## src/sv/tksel_pkg.sv

```systemverilog
// shared types and constants for the top-k score selector
`default_nettype none

package tksel_pkg;

    // default number of held entries
    localparam int KEEP_COUNT_DEF = 16;

    // command codes
    localparam logic OP_OFFER = 1'b0;
    localparam logic OP_DRAIN = 1'b1;

    // one command transfer
    typedef struct packed {
        logic        opcode;
        logic [31:0] doc_id;
        logic [31:0] score;
    } cmd_t;

    // one result transfer
    typedef struct packed {
        logic [31:0] out_doc_id;
        logic [31:0] out_score;
        logic        entry_valid;
        logic        last;
    } res_t;

    // contents of one cell
    typedef struct packed {
        logic        valid;
        logic [31:0] score;
        logic [31:0] doc_id;
    } entry_t;

    // broadcast control from the top level to every cell
    typedef struct packed {
        logic        offer;
        logic        drain;
        logic [31:0] score;
        logic [31:0] doc_id;
    } cell_ctrl_t;

endpackage

`default_nettype wire

```

## src/sv/top_k_score_selector_core.sv

```systemverilog
// top level of the top-k score selector: chain of sorted cells and drain control
//
//  channel   | signals              | direction | transfer when
//  ----------+----------------------+-----------+----------------------------
//  command   | start, busy, cmd     | in        | start high and busy low
//  result    | strobe, res          | out       | strobe high (one cycle each)
//
// on an offer every cell compares against the offer at once and
// the chain shifts right by one from the insertion point, so busy stays low.
// a drain holds busy high after its transfer until the last result, one result per
// cycle shifted out of the head cell; an empty store gives one empty result.
// reset clears all valid flags and the drain flag; results cannot be stalled.
`default_nettype none

module top_k_score_selector_core #(
    parameter int KEEP_COUNT = tksel_pkg::KEEP_COUNT_DEF
) (
    input  wire logic            clk,
    input  wire logic            rst_n,
    input  wire logic            start,
    output logic                 busy,
    input  wire tksel_pkg::cmd_t cmd,
    output logic                 strobe,
    output tksel_pkg::res_t      res
);
    import tksel_pkg::*;

    logic       drain_reg;
    logic       drain_next;
    logic       accept;
    cell_ctrl_t ctrl;
    entry_t     ents  [0:KEEP_COUNT];
    logic       stays [0:KEEP_COUNT];

    assign accept = start && !drain_reg;
    assign busy   = drain_reg;
    assign strobe = drain_reg;

    // broadcast control
    always_comb
    begin
        ctrl.offer  = accept && (cmd.opcode == OP_OFFER);
        ctrl.drain  = drain_reg;
        ctrl.score  = cmd.score;
        ctrl.doc_id = cmd.doc_id;
    end

    // chain ends: head always inserts, tail pad is empty
    assign stays[0]        = 1'b1;
    assign ents[KEEP_COUNT] = '0;

    // the row of cells
    for (genvar i = 0; i < KEEP_COUNT; i++)
    begin : g_cell
        entry_t left_ent;
        if (i == 0)
        begin : g_head
            assign left_ent = '0;
        end
        else
        begin : g_body
            assign left_ent = ents[i-1];
        end
        tksel_cell u_cell (
            .clk       (clk),
            .rst_n     (rst_n),
            .ctrl      (ctrl),
            .left      (left_ent),
            .left_stay (stays[i]),
            .right     (ents[i+1]),
            .ent       (ents[i]),
            .stay      (stays[i+1])
        );
    end

    // drain flag: set on a drain transfer, cleared after the last result
    always_comb
    begin
        drain_next = drain_reg;
        if (accept && (cmd.opcode == OP_DRAIN))
        begin
            drain_next = 1'b1;
        end
        else if (drain_reg && !ents[1].valid)
        begin
            drain_next = 1'b0;
        end
    end

    always_ff @(posedge clk or negedge rst_n)
    begin
        if (!rst_n)
        begin
            drain_reg <= 1'b0;
        end
        else
        begin
            drain_reg <= drain_next;
        end
    end

    // result from the head cell, zeroed when empty
    always_comb
    begin
        res.out_doc_id  = ents[0].valid ? ents[0].doc_id : 32'd0;
        res.out_score   = ents[0].valid ? ents[0].score : 32'd0;
        res.entry_valid = ents[0].valid;
        res.last        = !ents[1].valid;
    end

    // a drain transfer is followed by a result
    a_drain_strobe: assert property (@(posedge clk) disable iff (!rst_n)
        (accept && (cmd.opcode == OP_DRAIN)) |=> strobe)
        else $error("drain not followed by result");

    // the last result ends the drain
    a_last_ends: assert property (@(posedge clk) disable iff (!rst_n)
        (strobe && res.last) |=> !busy)
        else $error("busy after last result");

    // an empty result is always the last one
    a_empty_last: assert property (@(posedge clk) disable iff (!rst_n)
        (strobe && !res.entry_valid) |-> res.last)
        else $error("empty result not marked last");

    // head pair stays ordered and packed
    a_head_sorted: assert property (@(posedge clk) disable iff (!rst_n)
        ents[1].valid |-> (ents[0].valid && (ents[0].score >= ents[1].score)))
        else $error("chain head out of order");

    // a full chain drops an offer only when it ranks at or below the tail
    a_drop_rule: assert property (@(posedge clk) disable iff (!rst_n)
        (ctrl.offer && stays[KEEP_COUNT]) |->
            (ents[KEEP_COUNT-1].valid && (ents[KEEP_COUNT-1].score >= cmd.score)))
        else $error("offer dropped wrongly");

endmodule

`default_nettype wire

```

## src/sv/tksel_cell.sv

```systemverilog
// one cell of the sorted chain: holds an entry, inserts or shifts
`default_nettype none

module tksel_cell (
    input  wire logic                clk,
    input  wire logic                rst_n,
    input  wire tksel_pkg::cell_ctrl_t ctrl,
    input  wire tksel_pkg::entry_t   left,
    input  wire logic                left_stay,
    input  wire tksel_pkg::entry_t   right,
    output tksel_pkg::entry_t        ent,
    output logic                     stay
);
    import tksel_pkg::*;

    logic        valid_reg;
    logic        valid_next;
    logic [31:0] score_reg;
    logic [31:0] score_next;
    logic [31:0] doc_id_reg;
    logic [31:0] doc_id_next;

    // entry keeps its place when it ranks at or above the offer
    assign stay = valid_reg && (score_reg >= ctrl.score);

    // next contents: insert, shift right on offer, shift left on drain
    always_comb
    begin
        valid_next  = valid_reg;
        score_next  = score_reg;
        doc_id_next = doc_id_reg;
        if (ctrl.drain)
        begin
            valid_next  = right.valid;
            score_next  = right.score;
            doc_id_next = right.doc_id;
        end
        else if (ctrl.offer && !stay)
        begin
            if (left_stay)
            begin
                valid_next  = 1'b1;
                score_next  = ctrl.score;
                doc_id_next = ctrl.doc_id;
            end
            else
            begin
                valid_next  = left.valid;
                score_next  = left.score;
                doc_id_next = left.doc_id;
            end
        end
    end

    // valid flag
    always_ff @(posedge clk or negedge rst_n)
    begin
        if (!rst_n)
        begin
            valid_reg <= 1'b0;
        end
        else
        begin
            valid_reg <= valid_next;
        end
    end

    // payload
    always_ff @(posedge clk)
    begin
        score_reg  <= score_next;
        doc_id_reg <= doc_id_next;
    end

    assign ent = '{valid: valid_reg, score: score_reg, doc_id: doc_id_reg};

endmodule

`default_nettype wire

```

## config.mk

```make
export PLATFORM = sky130hd
export DESIGN_NAME = top_k_score_selector_core
export DESIGN_NICKNAME = d
export VERILOG_FILES = /design/src/sv/tksel_pkg.sv /design/src/sv/top_k_score_selector_core.sv /design/src/sv/tksel_cell.sv
export SDC_FILE = /design/constraint.sdc
export NUM_CORES = 2
export LEC_CHECK = 0
export ABC_CLOCK_PERIOD_IN_PS = 7600
export BUFFER_PORTS_ARGS = -buffer_cell sky130_fd_sc_hd__buf_2
export CAP_MARGIN = 20
export CORE_UTILIZATION = 33
export CTS_CLUSTER_SIZE = 8
export DETAILED_ROUTE_END_ITERATION = 10
export GPL_TIMING_DRIVEN = 0
export PLACE_DENSITY = 0.59
export RECOVER_POWER = 100
export SETUP_SLACK_MARGIN = 0.15
export SKIP_LAST_GASP = 1
export SLEW_MARGIN = 20
export SYNTH_ARGS = -nofsm -noshare
export SYNTH_HDL_FRONTEND = slang
export SYNTH_HIERARCHICAL = 1
export SYNTH_SLANG_ARGS = --single-unit
```

## constraint.sdc

```tcl
create_clock -name clk -period 7.6 [get_ports clk]
set_input_delay 0.38 -clock clk [delete_from_list [all_inputs] [get_ports clk]]
set_output_delay 0.38 -clock clk [all_outputs]
set_load 0.02 [all_outputs]
```

==> After elaboration in Yosys (flattened, before gate mapping) <==
Index checks and enable logic that the tools add are counted.
{ "totals": {"register_bits": 1041, "latch_bits": 0, "ram_bits": 0, "mem_bits_ro": 0, "in_bits": 68, "output_inout_bits": 68, "word_cells": 278, "memories": 0} }
{ "classes": {"add_sub_neg": 0, "multipliers": 0, "div": 0, "n_lt_le_gt_ge": 16, "eq_ne": 0, "shift": 0, "mux": 141, "bitwise": 1, "reduce_logical": 71} }
{ "ops": {"columns": ["operator", "count"], "rows": [
  ["$mux 32", 92],
  ["$ge 32x32->1", 16],
  ["$mux 1", 49],
  ["$logic_and 1x1->1", 36],
  ["$reduce_bool 2->1", 17],
  ["$logic_not 1->1", 18],
  ["$not 1->1", 1]
]} }

==> Logic depth before layout (Yosys ltp) <==
{ "logic_depth": {"ltp_word": 6, "depth_mapped": 11, "depth_no_buf": 11} }

==> Modules after synthesis <==
The synthesis kept the hierarchy.
{ "modules_own_cells": {"columns": ["module", "instances", "cells_each", "area_each_um2", "seq_area_each_um2"], "rows": [
  ["tksel_cell", 16, 398, 4103.9, 1946.9],
  ["top_k_score_selector_core", 1, 79, 574.3, 25.0]
]} }

==> Worst setup path before layout <==
No wires, ideal clock.
{ "synth_timing": {"path_kind": "flip-flop to flip-flop", "start": "reg drain_reg, in the netlist busy", "end": "reg g_cell[0].u_cell.doc_id_reg[0] (enable)", "setup_time_ps": 428, "t_arrival_ps": 5508, "required_time_ps": 7172, "slack_ps": 1665, "path_stages_with_launch": 5, "n_path_buf": 0, "synth_period_minus_slack_ps": 5935, "path_cell_list": "dfrtp_1 > nor3b_1 > inv_1 > o21ai_0 > a31o_1"} }
{ "synth_rtl": {"columns": ["element", "line", "rtl"], "rows": [
  ["from (decl)", "top_k_score_selector_core.sv:28", "logic drain_reg;"],
  ["from (signal assigned)", "top_k_score_selector_core.sv:98", "drain_reg <= drain_next;"],
  ["to (signal assigned)", "tksel_cell.sv:72", "doc_id_reg <= doc_id_next;"],
  ["to (decl)", "tksel_cell.sv:20", "logic [31:0] doc_id_reg;"]
]} }

==> run metrics <==
Post-Syn Area 66230 sq um; Worst Hold Class in2reg; Layout Utilization 0.3758; die width 450.0 um; largest net degree at the start of global routing 50; share of cells above drive strength 1 0.05458; post-cts resize count 0; PwrDens 397.9 nW/um^2; clock-pin transition on the worst setup and hold timing paths 0.05 ns; Placement Rows 164; Max Cap Violations 1; CP peak stage delay 0.94 ns; number of setup buffers added after CTS 0; Period Utilization, post-route 0.7254; post-DP HPWL 144500 um; Mean Syn Cell Area 10.27 sq um; Top cell by count, worst path clkbuf_1; CP Max Fanout 49; cell area after layout 75040 sq um; switching power 11.13 mW; Core Region 199700 sq um; PortBufs 135; Placement Cell Area 71330 sq um; cts bufs inserted 148; critical path class reg2reg; final setup margin 2.087 ns; CTS H-tree depth 4; Least-Margin Pin Slew 1.507 ns; count of non-filler cells in the finished layout 9587; gr usage total 0.1730; vias in the first global route 48110; antenna viol nets, final 0; Slew Viols, Final 37; Period minus WS final 5.513 ns; warning count from the yosys run 6; Logic pwr share 0.370; hold_ws 0.07246 ns; Sw Share 0.3729; dpl cells 9388; gp weighted congestion 0.8266; Max Freq 181.4 MHz; # DRC 1; Final Hold Vio Count 0; total number of vias 48070; Worst Setup Start Kind flip-flop; 1st-pass router iterations 8; Layout area overhead 13.30%; slowest CP cell dfrtp_1; failing checks design-rule violations, max-capacitance violations, max-slew violations; power share of the clock group 0.203; Die Area 202500 sq um; 1st-iter DRT viols 2936; crit-path cells buf_16 -> nor3b_1 -> clkbuf_1 -> clkbuf_1 -> clkbuf_1 -> inv_1 -> o21ai_0 -> a31o_1 -> buf_16; root buffer cell clkbuf_16; RSZ-0062 raised after global routing no; Setup violations, final 0; chip height 450.0 um; sequential power share 0.428; initial antenna violation count 23; Filler cells 19850; IO Count 136; WP data required 8.05 ns; leakage 27.94 nW; fin nets 7463; CP endpoint kind flip-flop; CTS tree built; clock buffer depth 3; initial core utilization 0.3317; family with the most delay on the worst path buffers and inverters; slew margin rel. -0.005000; Mapped Cells 6446; pre-CTS WS 2.892 ns; VDD IR max 0.2399 mV; Power Internal 18.72 mW; arrival time worst endpoint 5.96 ns; # clock sinks 1041; Buf/Inv on CP 6; Setup Total Neg Slack 0 ns; outcome finished with violations; DRT Wirelength 180100 um; Worst Skew 0.02330 ns; average wire per standard cell 18.79 um; clk_lat worst skew 0.78 ns; Overflow after GRT 0; total power draw 29.86 mW; Via density 5.014; global-route wire length before repair 275900 um
worst reg2reg max path, stage by stage (launching register included):
cell      delay (ns)
dfrtp_1         0.94
buf_16          0.48
nor3b_1         0.90
clkbuf_1        0.46
clkbuf_1        0.52
clkbuf_1        0.57
inv_1           0.12
o21ai_0         0.18
a31o_1          0.67
buf_16          0.31
worst paths after layout:
check                      slack [ns]  depth (start not counted)                              from                          endpoint
setup / recovery                 2.09                          9                              busy  g_cell[13].u_cell/doc_id_reg[15]
hold / removal                   0.07                          3                             start                              busy
setup reg to reg                 2.09                          9                              busy  g_cell[13].u_cell/doc_id_reg[15]
hold reg to reg                  0.52                          2  g_cell[15].u_cell/doc_id_reg[12]  g_cell[14].u_cell/doc_id_reg[12]
max in group asynchronous        6.23                          2                             rst_n                              busy
min in group asynchronous        0.52                          2                             rst_n       g_cell[14].u_cell/valid_reg
layout make-up:
| class | count | area, sq um | area share |
|---|---|---|---|
| Tap cell | 2656 | 3323 | 0.04429 |
| Multi-Input combinational cell | 4631 | 31910 | 0.4252 |
| Antenna cell | 6 | 15.01 | 0.0002001 |
| Inverter | 545 | 2046 | 0.02726 |
| Timing Repair Buffer | 157 | 1064 | 0.01417 |
| Clock buffer | 183 | 3973 | 0.05294 |
| Clock inverter | 9 | 123.9 | 0.001651 |
| Buffer | 359 | 1413 | 0.01882 |
| Sequential cell | 1041 | 31170 | 0.4154 |
cells in the final DEF, fill, tap and decap left out, drive strengths merged, types with 17 or more instances in the layout:
cell type,count
nand3,48
inv,548
o21a,32
clkbuf,584
a21oi,176
buf,114
edfxtp,1024
conb,132
nand4,80
and2,64
ha,512
nand2,1122
mux2i,1024
and4,32
a21o,64
a221o,32
dfrtp,17
o21ai,1121
nor3,32
power by group through the flow:
stage | Combinational (mW) | Clock [mW] | Sequential (mW)
final | 11.0 | 6.05 | 12.8
after global routing | 12.4 | 6.37 | 13.1
after CTS | 11.2 | 6.18 | 12.7
after detailed placement | 11.1 | 0 | 12.8
after global placement | 10.5 | 0 | 12.9
after floorplan | 8.13 | 0 | 12.0
per-layer routing:
layer	vias up	wire length, um	track usage
met2	1183	82690	0.2867
met1	22550	83620	0.2316
met4	4	5774	0.06043
li1	24040	-	-
met5	-	21	0
met3	291	7987	0.02163
timing repair:
item | 4_1_cts | 5_1_grt
hold buffers | 1 | 0
hold endpoints to repair | 17 | 0
setup endpoints to repair | 0 | 0
(Power assumes the default switching activity.)
